File: src/drps_pkg.sv
package drps_pkg;

    localparam int CURVE_POINTS = 4;
    localparam int PT_IDX_W     = $clog2(2 * CURVE_POINTS);
    localparam int PC_IDX_W     = $clog2(2 * (CURVE_POINTS + 1));
    localparam int SEG_W        = $clog2(CURVE_POINTS + 1);

    localparam logic [11:0] DUTY_FULL = 12'd4095;

    localparam logic [1:0] CFG_FERT_SP  = 2'd0;
    localparam logic [1:0] CFG_SEED_SP  = 2'd1;
    localparam logic [1:0] CFG_HA_DIST  = 2'd2;
    localparam logic [1:0] CFG_CAL_TOUT = 2'd3;

    localparam logic [1:0] CAL_NONE = 2'd0;
    localparam logic [1:0] CAL_FERT = 2'd1;
    localparam logic [1:0] CAL_SEED = 2'd2;

    localparam logic KIND_POINT = 1'b0;
    localparam logic KIND_TICK  = 1'b1;

    typedef struct packed {
        logic        kind;
        logic        table_material;
        logic [2:0]  table_index;
        logic [31:0] table_amount;
        logic [7:0]  table_percent;
        logic        operating;
        logic        machine_stopped;
        logic [7:0]  speed_kmh;
        logic [1:0]  calib_mode;
        logic [7:0]  calib_percent;
        logic [15:0] calib_elapsed;
    } t_in_item;

    typedef struct packed {
        logic [11:0] fert_pwm;
        logic [11:0] seed_pwm;
        logic        calib_expired;
    } t_out_item;

    // datapath micro operations
    typedef enum logic [3:0] {
        OP_NOP,
        OP_LOAD,      // capture item, start per-meter division for material
        OP_VEL,       // latch per-meter quotient and speed*1000/60
        OP_MUL,       // amount per minute = per-meter * velocity
        OP_SEG_RD,    // issue table reads for current segment
        OP_SEG_CHK,   // compare against segment point
        OP_MAP_MUL,   // product of offsets
        OP_MAP_DIV,   // start interpolation division
        OP_MAP_END,   // offset low duty by quotient, store channel result
        OP_SAT,       // saturate above top point
        OP_CALIB      // calibration or idle result
    } t_op;

    typedef struct packed {
        t_op  op;
        logic mat;
    } t_cmd;

    typedef struct packed {
        logic div_busy;
        logic seg_hit;
        logic seg_last;
        logic mpm_zero;
        logic degenerate;
    } t_sts;

    // divide by 100 through a reciprocal multiply (exact over the whole 20-bit range)
    function automatic logic [11:0] pct_to_duty(input logic [7:0] pct);
        logic [19:0] p;
        logic [39:0] q;
        p = 20'(pct) * 20'd4095;
        q = 40'(p) * 40'd671089;
        if (pct > 8'd100) return 12'd0;
        return q[37:26];
    endfunction

endpackage

File: src/drps_div.sv
module drps_div (
    input  logic        i_clk,
    input  logic        i_rst_n,
    input  logic        i_start,
    input  logic [47:0] i_num,
    input  logic [31:0] i_den,
    output logic        o_busy,
    output logic [47:0] o_quo
);
    logic [47:0] r_quo;
    logic [32:0] r_rem;
    logic [31:0] r_den;
    logic [5:0]  r_cnt;
    logic        r_busy;
    logic [32:0] n_trial;

    always_comb begin
        n_trial = {r_rem[31:0], r_quo[47]} - {1'b0, r_den};
    end

    always_ff @(posedge i_clk) begin
        if (!i_rst_n) begin
            r_busy <= 1'b0;
            r_cnt  <= '0;
        end else if (i_start) begin
            r_busy <= 1'b1;
            r_cnt  <= 6'd48;
            r_quo  <= i_num;
            r_rem  <= '0;
            r_den  <= i_den;
        end else if (r_busy) begin
            if (!n_trial[32]) begin
                r_rem <= n_trial;
                r_quo <= {r_quo[46:0], 1'b1};
            end else begin
                r_rem <= {r_rem[31:0], r_quo[47]};
                r_quo <= {r_quo[46:0], 1'b0};
            end
            r_cnt <= r_cnt - 6'd1;
            if (r_cnt == 6'd1) r_busy <= 1'b0;
        end
    end

    assign o_busy = r_busy;
    assign o_quo  = r_quo;
endmodule

File: src/drps_datapath.sv
module drps_datapath (
    input  logic               i_clk,
    input  logic               i_rst_n,
    input  drps_pkg::t_cmd     i_cmd,
    output drps_pkg::t_sts     o_sts,
    input  drps_pkg::t_in_item i_item,
    input  logic               i_cfg_we,
    input  logic [1:0]         i_cfg_idx,
    input  logic [15:0]        i_cfg_data,
    output drps_pkg::t_out_item o_res
);
    logic [15:0] r_fert_sp, r_seed_sp, r_dist, r_tout;
    logic [31:0] r_amt [2 * drps_pkg::CURVE_POINTS];
    logic [7:0]  r_pct [2 * (drps_pkg::CURVE_POINTS + 1)];
    logic [31:0] r_mpm, r_pm, r_vel, r_lo, r_hi;
    logic [11:0] r_dlo, r_dhi, r_fert, r_seed;
    logic [drps_pkg::SEG_W-1:0] r_seg;
    logic [47:0] r_prod;
    logic        r_exp, r_mat;
    logic        div_start;
    logic [47:0] div_num, div_quo;
    logic [31:0] div_den;
    logic        div_busy;
    logic [drps_pkg::PT_IDX_W-1:0] amt_i;
    logic [drps_pkg::PC_IDX_W-1:0] pct_i;
    logic [11:0] d_res, d_cal;
    logic [12:0] dd;
    logic        wr_ok;
    logic [13:0] vel_x;
    logic [29:0] vel_p;

    drps_div u_div (
        .i_clk, .i_rst_n, .i_start(div_start), .i_num(div_num), .i_den(div_den),
        .o_busy(div_busy), .o_quo(div_quo)
    );

    always_comb begin
        div_start = 1'b0;
        div_num   = '0;
        div_den   = 32'd1;
        unique case (i_cmd.op)
            drps_pkg::OP_LOAD: begin
                div_start = 1'b1;
                div_num = 48'((i_cmd.mat ? r_seed_sp : r_fert_sp)) * 48'd1000;
                div_den = (r_dist == 16'd0) ? 32'd1 : 32'(r_dist);
            end
            drps_pkg::OP_MAP_DIV: begin
                div_start = 1'b1;
                div_num = r_prod;
                div_den = r_hi - r_lo;
            end
            default: ;
        endcase
    end

    // speed*1000/60 = speed*50/3, divide by 3 via reciprocal multiply
    assign vel_x = 14'(i_item.speed_kmh) * 14'd50;
    assign vel_p = 30'(vel_x) * 30'd43691;

    assign amt_i = drps_pkg::PT_IDX_W'(32'(r_mat) * drps_pkg::CURVE_POINTS + 32'(r_seg));
    assign pct_i = drps_pkg::PC_IDX_W'(32'(r_mat) * (drps_pkg::CURVE_POINTS + 1)
                                       + 32'(r_seg) + 1);
    // interpolated duty with sign of segment slope
    assign dd = (r_dhi >= r_dlo) ? 13'(r_dlo) + 13'(div_quo[11:0])
                                 : 13'(r_dlo) - 13'(div_quo[11:0]);
    assign d_res = dd[11:0];
    assign d_cal = drps_pkg::pct_to_duty(i_item.calib_percent);
    assign wr_ok = i_item.table_index <= 3'(drps_pkg::CURVE_POINTS);

    always_ff @(posedge i_clk) begin
        if (!i_rst_n) begin
            r_fert_sp <= '0; r_seed_sp <= '0; r_dist <= '0; r_tout <= '0;
            for (int k = 0; k < 2 * drps_pkg::CURVE_POINTS; k++) r_amt[k] <= '0;
            for (int k = 0; k < 2 * (drps_pkg::CURVE_POINTS + 1); k++) r_pct[k] <= '0;
        end else begin
            if (i_cfg_we) begin
                unique case (i_cfg_idx)
                    drps_pkg::CFG_FERT_SP:  r_fert_sp <= i_cfg_data;
                    drps_pkg::CFG_SEED_SP:  r_seed_sp <= i_cfg_data;
                    drps_pkg::CFG_HA_DIST:  r_dist    <= i_cfg_data;
                    drps_pkg::CFG_CAL_TOUT: r_tout    <= i_cfg_data;
                endcase
            end
            if (i_cmd.op == drps_pkg::OP_LOAD && i_item.kind == drps_pkg::KIND_POINT && wr_ok) begin
                r_pct[drps_pkg::PC_IDX_W'(32'(i_item.table_material)
                      * (drps_pkg::CURVE_POINTS + 1) + 32'(i_item.table_index))]
                    <= i_item.table_percent;
                if (i_item.table_index != 3'd0)
                    r_amt[drps_pkg::PT_IDX_W'(32'(i_item.table_material)
                          * drps_pkg::CURVE_POINTS + 32'(i_item.table_index) - 1)]
                        <= i_item.table_amount;
            end
        end
    end

    always_ff @(posedge i_clk) begin
        unique case (i_cmd.op)
            drps_pkg::OP_LOAD: begin
                r_mat <= i_cmd.mat;
                r_exp <= 1'b0;
                if (!i_cmd.mat) begin
                    r_fert <= '0;
                    r_seed <= '0;
                end
            end
            drps_pkg::OP_VEL: begin
                r_pm  <= (r_dist == 16'd0) ? 32'd1 : div_quo[31:0];
                r_vel <= 32'(vel_p[29:17]);
            end
            drps_pkg::OP_MUL: begin
                r_mpm <= r_pm * r_vel;
                r_seg <= '0;
                r_lo  <= '0;
                r_dlo <= drps_pkg::pct_to_duty(
                    r_pct[drps_pkg::PC_IDX_W'(32'(r_mat) * (drps_pkg::CURVE_POINTS + 1))]);
            end
            drps_pkg::OP_SEG_RD: begin
                r_hi  <= r_amt[amt_i];
                r_dhi <= drps_pkg::pct_to_duty(r_pct[pct_i]);
            end
            drps_pkg::OP_SEG_CHK: begin
                if (!o_sts.seg_hit) begin
                    r_lo  <= r_hi;
                    r_dlo <= r_dhi;
                    r_seg <= r_seg + 1'b1;
                end
            end
            drps_pkg::OP_MAP_MUL: begin
                r_prod <= 48'(r_mpm - r_lo) * 48'((r_dhi >= r_dlo) ? r_dhi - r_dlo
                                                                   : r_dlo - r_dhi);
            end
            drps_pkg::OP_MAP_END: begin
                if (r_mpm == 32'd0) begin
                    if (r_mat) r_seed <= '0; else r_fert <= '0;
                end else if (r_hi <= r_lo) begin
                    if (r_mat) r_seed <= r_dhi; else r_fert <= r_dhi;
                end else begin
                    if (r_mat) r_seed <= d_res; else r_fert <= d_res;
                end
            end
            drps_pkg::OP_SAT: begin
                // top point duty holds above the curve
                if (r_mat) r_seed <= r_dhi; else r_fert <= r_dhi;
            end
            drps_pkg::OP_CALIB: begin
                r_fert <= '0;
                r_seed <= '0;
                r_exp  <= 1'b0;
                if (i_item.operating == 1'b0 && (i_item.calib_mode == drps_pkg::CAL_FERT
                        || i_item.calib_mode == drps_pkg::CAL_SEED)) begin
                    r_exp <= i_item.calib_elapsed >= r_tout;
                    if (i_item.calib_mode == drps_pkg::CAL_FERT)
                        r_fert <= (i_item.calib_elapsed >= r_tout) ? 12'd0 : d_cal;
                    else
                        r_seed <= (i_item.calib_elapsed >= r_tout) ? 12'd0 : d_cal;
                end
            end
            default: ;
        endcase
    end

    assign o_sts = '{div_busy:   div_busy,
                     seg_hit:    r_mpm <= r_hi,
                     seg_last:   r_seg == drps_pkg::SEG_W'(drps_pkg::CURVE_POINTS - 1),
                     mpm_zero:   r_mpm == 32'd0,
                     degenerate: r_hi <= r_lo};
    assign o_res = '{fert_pwm: r_fert, seed_pwm: r_seed, calib_expired: r_exp};
endmodule

File: src/drps_ctrl.sv
module drps_ctrl (
    input  logic               i_clk,
    input  logic               i_rst_n,
    input  logic               i_valid,
    input  logic               i_kind,
    input  logic               i_run,
    output logic               o_ready,
    input  drps_pkg::t_sts     i_sts,
    output drps_pkg::t_cmd     o_cmd,
    output logic               o_valid,
    input  logic               i_out_ready
);
    typedef enum logic [3:0] {
        S_IDLE, S_DIV1, S_DIV2, S_MUL, S_RD, S_CHK, S_MMUL, S_MDIV, S_WAIT,
        S_END, S_CAL, S_OUT
    } t_state;

    t_state r_state;
    logic   r_mat, r_valid;

    always_comb begin
        o_cmd = '{op: drps_pkg::OP_NOP, mat: r_mat};
        unique case (r_state)
            S_IDLE: if (i_valid && o_ready) begin
                o_cmd.op  = drps_pkg::OP_LOAD;
                o_cmd.mat = 1'b0;
            end
            S_DIV1: if (!i_sts.div_busy) o_cmd.op = drps_pkg::OP_VEL;
            S_MUL:  if (!i_sts.div_busy) o_cmd.op = drps_pkg::OP_MUL;
            S_RD:   o_cmd.op = drps_pkg::OP_SEG_RD;
            S_CHK:  o_cmd.op = i_sts.mpm_zero ? drps_pkg::OP_MAP_END
                             : (!i_sts.seg_hit && i_sts.seg_last) ? drps_pkg::OP_SAT
                             : drps_pkg::OP_SEG_CHK;
            S_MMUL: o_cmd.op = drps_pkg::OP_MAP_MUL;
            S_MDIV: o_cmd.op = drps_pkg::OP_MAP_DIV;
            S_END:  if (!i_sts.div_busy) o_cmd.op = drps_pkg::OP_MAP_END;
            S_CAL:  o_cmd.op = drps_pkg::OP_CALIB;
            S_OUT:  if (!r_mat) begin
                o_cmd.op  = drps_pkg::OP_LOAD;
                o_cmd.mat = 1'b1;
            end
            default: ;
        endcase
    end

    assign o_ready = (r_state == S_IDLE) && !r_valid;

    always_ff @(posedge i_clk) begin
        if (!i_rst_n) begin
            r_state <= S_IDLE;
            r_mat   <= 1'b0;
            r_valid <= 1'b0;
        end else begin
            if (r_valid && i_out_ready) r_valid <= 1'b0;
            unique case (r_state)
                S_IDLE: if (i_valid && o_ready) begin
                    r_mat <= 1'b0;
                    if (i_kind == drps_pkg::KIND_POINT) r_state <= S_IDLE;
                    else if (i_run) r_state <= S_DIV1;
                    else r_state <= S_CAL;
                end
                S_DIV1: if (!i_sts.div_busy) r_state <= S_MUL;
                S_MUL:  if (!i_sts.div_busy) r_state <= S_RD;
                S_RD:   r_state <= S_CHK;
                S_CHK: begin
                    if (i_sts.mpm_zero || (!i_sts.seg_hit && i_sts.seg_last))
                        r_state <= S_OUT;
                    else if (i_sts.seg_hit) r_state <= S_MMUL;
                    else r_state <= S_RD;
                end
                S_MMUL: r_state <= S_MDIV;
                S_MDIV: r_state <= S_WAIT;
                S_WAIT: r_state <= S_END;
                S_END:  if (!i_sts.div_busy) r_state <= S_OUT;
                S_CAL: begin
                    r_valid <= 1'b1;
                    r_state <= S_IDLE;
                end
                S_OUT: begin
                    if (r_mat) begin
                        r_valid <= 1'b1;
                        r_state <= S_IDLE;
                    end else begin
                        r_mat   <= 1'b1;
                        r_state <= S_DIV1;
                    end
                end
                default: r_state <= S_IDLE;
            endcase
        end
    end

    assign o_valid = r_valid;
endmodule

File: src/dual_rate_pwm_setpoint.sv
// Dual-channel PWM setpoint: each accepted control tick yields one transfer carrying the
// fertilizer and seed duty values (0..4095); a calibration point write yields none. In
// operation, each channel runs a per-meter division, a velocity step (constant reciprocal
// multiply), a multiply, a walk over up to CURVE_POINTS curve segments and, unless its
// amount is zero or it saturates, one interpolation division; the divisions share a
// single 48-step shift/subtract divider. A new item is taken only once the previous
// result has been transferred. The curve store is in flip-flops and clears at reset.
module dual_rate_pwm_setpoint (
    input  logic                i_clk,
    input  logic                i_rst_n,
    input  logic                i_valid,
    output logic                o_ready,
    input  drps_pkg::t_in_item  i_data,
    output logic                o_valid,
    input  logic                i_ready,
    output drps_pkg::t_out_item o_data,
    input  logic                i_cfg_valid,
    output logic                o_cfg_ready,
    input  logic [1:0]          i_cfg_index,
    input  logic [15:0]         i_cfg_data
);
    drps_pkg::t_cmd     cmd;
    drps_pkg::t_sts     sts;
    drps_pkg::t_in_item r_item;
    drps_pkg::t_in_item item;
    logic               run;

    // hold the accepted item for the whole computation
    always_ff @(posedge i_clk) begin
        if (i_valid && o_ready) r_item <= i_data;
    end
    assign item = (i_valid && o_ready) ? i_data : r_item;
    // operating and moving: curve path, otherwise calibration/idle path
    assign run = i_data.operating && !i_data.machine_stopped;

    assign o_cfg_ready = 1'b1;

    drps_ctrl u_ctrl (
        .i_clk, .i_rst_n,
        .i_valid, .i_kind(i_data.kind), .i_run(run), .o_ready,
        .i_sts(sts), .o_cmd(cmd), .o_valid, .i_out_ready(i_ready)
    );

    drps_datapath u_dp (
        .i_clk, .i_rst_n,
        .i_cmd(cmd), .o_sts(sts), .i_item(item),
        .i_cfg_we(i_cfg_valid), .i_cfg_idx(i_cfg_index), .i_cfg_data(i_cfg_data),
        .o_res(o_data)
    );

    // a result never appears while a new item is being taken
    a_no_take_while_full: assert property (@(posedge i_clk) disable iff (!i_rst_n)
        o_valid |-> !o_ready) else $error("item taken while result pending");
    // a point write never raises a result
    a_point_silent: assert property (@(posedge i_clk) disable iff (!i_rst_n)
        (i_valid && o_ready && i_data.kind == drps_pkg::KIND_POINT) |=> !o_valid)
        else $error("point write produced a result");
    // expiry only flagged with zero duties
    a_exp_zero: assert property (@(posedge i_clk) disable iff (!i_rst_n)
        (o_valid && o_data.calib_expired) |-> (o_data.fert_pwm == 12'd0
        && o_data.seed_pwm == 12'd0)) else $error("expired with non-zero duty");
endmodule
File: config.mk
export PLATFORM = sky130hd
export DESIGN_NAME = dual_rate_pwm_setpoint
export DESIGN_NICKNAME = d
export VERILOG_FILES = /design/src/drps_pkg.sv /design/src/drps_div.sv /design/src/drps_datapath.sv /design/src/drps_ctrl.sv /design/src/dual_rate_pwm_setpoint.sv
export SDC_FILE = /design/constraint.sdc
export NUM_CORES = 2
export LEC_CHECK = 0
export ABC_AREA = 1
export CORE_AREA = 8 8 509 511
export DETAILED_ROUTE_END_ITERATION = 10
export DIE_AREA = 0 0 517 519
export DONT_BUFFER_PORTS = 1
export SLEW_MARGIN = 20
export SYNTH_ARGS = -nofsm -noshare
export SYNTH_HDL_FRONTEND = slang
export SYNTH_SLANG_ARGS = --single-unit
File: constraint.sdc
create_clock -name i_clk -period 16.25 [get_ports i_clk]
set_input_delay 3.25 -clock i_clk [delete_from_list [all_inputs] [get_ports i_clk]]
set_output_delay 3.25 -clock i_clk [all_outputs]
set_load 0.01 [all_outputs]
# After elaboration in Yosys (flattened, before gate mapping)
# Memory sizes are Yosys's and may differ from the RTL's. A register that Yosys moved wholly into a read port is not among the register bits.
# Cells that the tools add are included.
[totals]
ram_bits = 336
output_inout_bits = 28
input_bits = 104
wordCells = 245
memories = 2
reg_bits = 480
[classes]
eq_ne = 37
multipliers = 13
reduce_logical = 38
magnitude_cmp = 8
bitwise = 3
add_sub_neg = 15
muxes = 93
[mem_list]
columns = ["name", "depth", "width", "read_ports", "rd_clocked_by_memory_dff", "write_ports", "line_no", "text"]
rows = [
  ["u_dp.r_amt", 8, 32, 1, 1, 8, "drps_datapath.sv:13", "logic [31:0] r_amt [2 * drps_pkg::CURVE_POINTS];"],
  ["u_dp.r_pct", 10, 8, 2, 0, 10, "drps_datapath.sv:14", "logic [7:0] r_pct [2 * (drps_pkg::CURVE_POINTS + 1)];"],
]
[op_table]
columns = ["cell", "n"]
rows = [
  ["12-bit 2-to-1 mux", 24],
  ["48-bit 2-to-1 mux", 3],
  ["32-bit 2-to-1 mux", 4],
  ["32-bit case mux with 2 select lines", 2],
  ["20-bit by 20-bit multiplier with 38-bit output, second input constant", 3],
  ["12-bit case mux with 4 select lines", 2],
  ["48-bit case mux with 2 select lines", 1],
  ["81-bit 2-to-1 mux", 1],
  ["4-bit case mux with 10 select lines", 2],
  ["32-bit <= comparator", 2],
  ["8-bit by 12-bit multiplier with 20-bit output, second input constant", 3],
  ["48-bit by 48-bit multiplier with 48-bit output", 1],
  ["48-bit by 7-bit multiplier with 45-bit output, second input constant", 1],
  ["4-bit 2-to-1 mux", 11],
  ["32-bit by 32-bit subtractor with 33-bit output", 1],
  ["33-bit by 32-bit subtractor with 33-bit output", 1],
  ["4-bit by 3-bit == test with 1-bit output, second input constant", 8],
  ["32-bit zero test", 1],
  ["32-bit by 13-bit multiplier with 32-bit output", 1],
  ["16-bit 2-to-1 mux", 2],
  ["32-bit OR reduction", 1],
  ["32-bit subtractor", 1],
  ["13-bit by 16-bit multiplier with 29-bit output, second input constant", 1],
  ["4-bit == test, second input constant", 7],
  ["other kinds (46)", 123],
]

# Depth between registers and ports, before layout
[depth]
depth_word = 14
depth_mapped = 62
depth_no_buf = 56

# Cells and area by module
# Synthesis repeated with hierarchy kept, for this count alone.
[hier_totals]
hier_cells = 12561
area_unflattened_um2 = 109598.9
[by_module_without_submodules]
columns = ["mod", "area_per_inst_um2", "seq_area_each_um2", "n_inst", "cells_each"]
rows = [
  ["drps_datapath", 98605.8, 20079.3, 1, 11091],
  ["drps_div", 7592.3, 3503.4, 1, 1028],
  ["dual_rate_pwm_setpoint", 2899.0, 1621.6, 1, 355],
  ["drps_ctrl", 501.7, 120.1, 1, 87],
]

# Least setup slack after synthesis
# No wires, ideal clock.
[synth_timing]
path_kind = "in2reg"
startpoint = "in i_valid"
endpoint = "reg u_dp.r_seed[7] (data pin)"
setup_ns = 0.269
required_ns = 15.981
slack_ns = 2.606
cell_stages = 44
n_path_buf = 2
t_arrival_ns = 13.376
cell_sequence = "nand2_4 > clkbuf_1 > buf_2 > o21ai_0 > inv_1 > fa_1 > inv_1 > fa_1 > inv_1 > fa_1 > fa_1 > inv_1 > ha_1 > inv_1 > nor4_1 > nand2_1 > nand2_1 > a21boi_0 > [... 8 more ...] > fa_1 > inv_1 > fa_1 > fa_1 > fa_1 > fa_1 > ha_1 > ha_1 > a21oi_1 > inv_1 > a31oi_1 > o21a_1 > nor2_1 > nor3_1 > nand2_1 > or2_2 > nand4_1 > o211ai_1"
[synth_rtl]
columns = ["item", "line_no", "text"]
rows = [
  ["start, declared", "dual_rate_pwm_setpoint.sv:11", "input logic i_valid,"],
  ["end signal, assigned", "drps_datapath.sv:136", "if (r_mat) r_seed <= r_dhi; else r_fert <= r_dhi;"],
  ["end signal, assigned", "drps_datapath.sv:138", "if (r_mat) r_seed <= d_res; else r_fert <= d_res;"],
  ["end signal, assigned", "drps_datapath.sv:143", "if (r_mat) r_seed <= r_dhi; else r_fert <= r_dhi;"],
  ["end, declared", "drps_datapath.sv:16", "logic [11:0] r_dlo, r_dhi, r_fert, r_seed;"],
]

# Worst setup path in the final report
[layout_timing]
startpoint = "reg u_dp.r_mat"
endpoint = "reg u_dp.r_dhi[11] (data pin)"
[layout_between]
elab_chain_cells = 8
word_cells_on_any_way = 10
cone_classes = "2 x add/sub; 3 x mul; 1 x order compare; 3 x mux; 1 x memory"
[layout_rtl]
columns = ["item", "line_no", "text"]
rows = [
  ["start, declared", "drps_datapath.sv:19", "logic r_exp, r_mat;"],
  ["start signal, assigned", "drps_datapath.sv:99", "r_mat <= i_cmd.mat;"],
  ["1-bit by 3-bit multiplier with 4-bit output *", "drps_datapath.sv:61", "assign pct_i = drps_pkg::PC_IDX_W'(32'(r_mat) * (drps_pkg::CURVE_POINTS + 1)"],
  ["4-bit by 3-bit adder with 4-bit output *", "drps_datapath.sv:62", "+ 32'(r_seg) + 1);"],
  ["4-bit by 1-bit adder with 4-bit output *", "drps_datapath.sv:62", ""],
  ["memory read 10 x 8 bit *", "-", ""],
  ["branches (longest 3 deep; another with 20-bit by 20-bit multiplier with 38-bit output)", "-", ""],
  ["12-bit 2-to-1 mux *", "drps_pkg.sv:77", "return q[37:26];"],
  ["end signal, assigned", "drps_datapath.sv:119", "r_dhi <= drps_pkg::pct_to_duty(r_pct[pct_i]);"],
  ["end, declared", "drps_datapath.sv:16", ""],
]
# Mark *: on every way between the ends. The select of a mux whose other input is x is not followed.
# A chain may end at the register's enable or synchronous reset.

==> impl_metrics.json <==
{
  "min_path_type": "reg -> reg",
  "global_route_wire_length_before_repair_um": 515000,
  "grt_overflow": 0,
  "postRouteWirelength_um": 332000,
  "hold_violations": 0,
  "clock-root-buffer": "clkbuf_16",
  "fillCellCount": 24133,
  "port_buffers": 0,
  "nNetsFinal": 15355,
  "antenna_found_initial": 8,
  "cts_max_path_buffers": 3,
  "crit_type": "reg -> reg",
  "post-synth-top-area-fraction_pct": 28.4,
  "synth_warnings": 0,
  "drc_errors": 0,
  "vias_per_cell": 5.26,
  "drt_first_pass_iters": 6,
  "detail_route.iter0.violations": 6209,
  "mappedNetlistNets": 15444,
  "layout-drive-gt1-share_pct": 3.28,
  "worstPathBufferInverterCount": 15,
  "cts_repair_resize_count": 0,
  "final_core_util_pct": 47.7,
  "sequential_fraction_of_the_synthesis_area_pct": 22.5,
  "critical_path.most_common_cell": "inv_1",
  "fp.coreArea_um2": 250000,
  "yosys.area.top_type": "fa_1",
  "effective_utilization_at_floorplan_pct": 44.9,
  "worst-endpoint-arrival_ns": 15.03,
  "tritoncts": "built",
  "cts_setup_buffers": 0,
  "drv.max_cap_violation_count": 0,
  "cts_inserted_buffers": 101,
  "grt_start_max_net_pins": 88,
  "timing.final.setup_violations": 0,
  "synth.ff_latch_count": 895,
  "period_needed_ns": 14.52,
  "slew_worst_pin_ns": 1.13,
  "first_global_vias": 86800,
  "clkTransAtPathRegs_ns": 0.06,
  "post_synth_instance_area_um2": 112000,
  "floorplan.io_pins": 132,
  "vias": 83010,
  "fmaxAchievable_ghz": 0.0689,
  "async_reset_ff_share_pct": 0,
  "critical-path-slowest-cell": "xnor2_1",
  "die-height_um": 519,
  "fp.dieW_um": 517,
  "run_status": "finished clean",
  "track_usage_pct": 24.5,
  "tritoncts_num_sinks": 895,
  "crit_path_leading_delay_family": "adder cells",
  "postSynthCellCount": 12414,
  "layout.cells.most_common": "inv_1",
  "dpl.hpwl_um": 276000,
  "total_number_of_h_tree_levels": 3,
  "slew-limit-headroom_pct": 23.9,
  "final_slew_viol_count": 0,
  "floorplan.rows": 184,
  "final_cell_mix": "inv_1, nand2_1, fa_1, nor2_1, ha_1",
  "crit_required_ns": 16.76,
  "areaGrowthSynthToFinish_pct": 6.40,
  "wl_per_cell_um": 21.0,
  "fin_tns_setup_ns": 0,
  "worst_clock_skew_ns": 0.0491,
  "synth-edff-count": 738,
  "die_area_um2": 268000,
  "worstSkewPairLatency_ns": 0.75,
  "post-route-period-util_pct": 89.4,
  "worst-path-max-fanout": 72,
  "synthesis.area_per_instance_um2": 9.05,
  "postSynth.topFlopCell": "edfxtp_1",
  "postRouteAntennaNets": 0,
  "rd_place_congestion": 0.961,
  "yosys-top-cells-area": "fa_1, edfxtp_1, ha_1, inv_1, nand2_1",
  "post_synth_num_cell_types": 77,
  "worstSetupStartpointType": "flip-flop",
  "critPathCaptureType": "flip-flop",
  "cts.hold.buffers_added": 0,
  "rsz_0062_raised_after_global_routing": "no",
  "worst_path_largest_cell_delay_ns": 0.89
}
[stage by stage]
step / setup slack [ns] / cells / hold slack (ns) / cell area (µm²)
2_1_floorplan: 2.61 / 12414 / 0.425 / 112000
3_3_place_gp: 1.42 / 15565 / 0.442 / 116000
3_5_place_dp: 1.31 / 15568 / 0.444 / 116000
4_1_cts: 1.74 / 15760 / 0.458 / 119000
5_1_grt: 0.597 / 15780 / 0.484 / 120000
6_report: 1.73 / 15780 / 0.459 / 120000
[metal layers]
| metal | part of all wire, % | vias to the layer above | GRT usage (%) | routed length (µm) |
|---|---|---|---|---|
| met4 | 3.7 | 2 | 7.77 | 12300 |
| met1 | 45 | 41377 | 34.2 | 148000 |
| met5 | 0.0021 | - | 0 | 7 |
| li1 | - | 38739 | - | - |
| met3 | 5.3 | 430 | 2.38 | 17500 |
| met2 | 46 | 2462 | 40.5 | 154000 |
[state kept, by name (all words and copies together), names as in the netlist, 32 cells and up]
name	flops
u_dp.r_pct	128
u_dp.r_amt	256
u_dp.r_hi	32
u_dp.r_mpm	32
r_item	80
u_dp.r_lo	32
u_dp.u_div.r_den	32
u_dp.r_prod	48
u_dp.u_div.o_quo	48
u_dp.u_div.r_rem	32
u_dp.r_pm	32
[cells in the mapped netlist, types with 17 or more instances]
master and number:
o221ai_1 29, o211ai_1 38, buf_6 24, inv_1 2853, fa_1 1592, dfxtp_1 157
nor2_1 1341, or2_2 65, nand3_1 200, nand2_1 1648, clkbuf_1 222, nor3_1 60
xor2_1 232, o22ai_1 56, xnor2_1 124, ha_1 1334, nor4_1 32, o21ai_1 37
a21oi_1 557, o21bai_1 36, edfxtp_1 738, o21a_1 24, buf_2 17, buf_1 20
o21ai_0 569, a31oi_1 76, a21o_1 43, nand4_1 69
[worst reg2reg max path, delay by kind of cell, from the launching register on]
kind / cells / cell delay (ns)
adder cells (fa/ha/maj): 14 / 6.42
AND/OR/NAND/NOR: 13 / 1.34
flip-flops: 1 / 0.33
buffers and inverters: 15 / 3.57
XOR/XNOR: 1 / 0.89
AO/OA/AOI/OAI: 9 / 1.76
[area by class of cell]
type	count	area [µm²]	area share, %
inverters	2867	10800	9.00
clock buffers	145	2840	2.37
repair buffers	94	756	0.632
flip-flops and latches	895	25300	21.2
diodes	18	45.0	0.0377
clock inverters	47	554	0.464
well taps	3348	4190	3.50
multi-input cells	8366	75100	62.8
[final timing paths]
check	startpoint	endpoint	slack (ns)	cells after the start
setup / recovery	u_dp.r_mat	u_dp.r_dhi[11]	1.73	52
hold / removal	r_item[24]	r_item[24]	0.46	2
setup reg to reg	u_dp.r_mat	u_dp.r_dhi[11]	1.73	52
hold reg to reg	r_item[24]	r_item[24]	0.46	2
[logic make-up after synthesis]
kind of cell / Yosys count / share of synthesized area, %
flops: 895 / 22.5
fa+ha+maj: 2926 / 43.2
xor+xnor: 358 / 2.81
simple gates: 3481 / 12.6
buf+inv: 3153 / 10.7
other cells: 1 / 0.00334
compound gates: 1592 / 8.07
mux: 8 / 0.0713
Power is left out: the tool's default activity adds up to more than one toggle a clock period on the data nets, which glitch-free logic cannot reach.
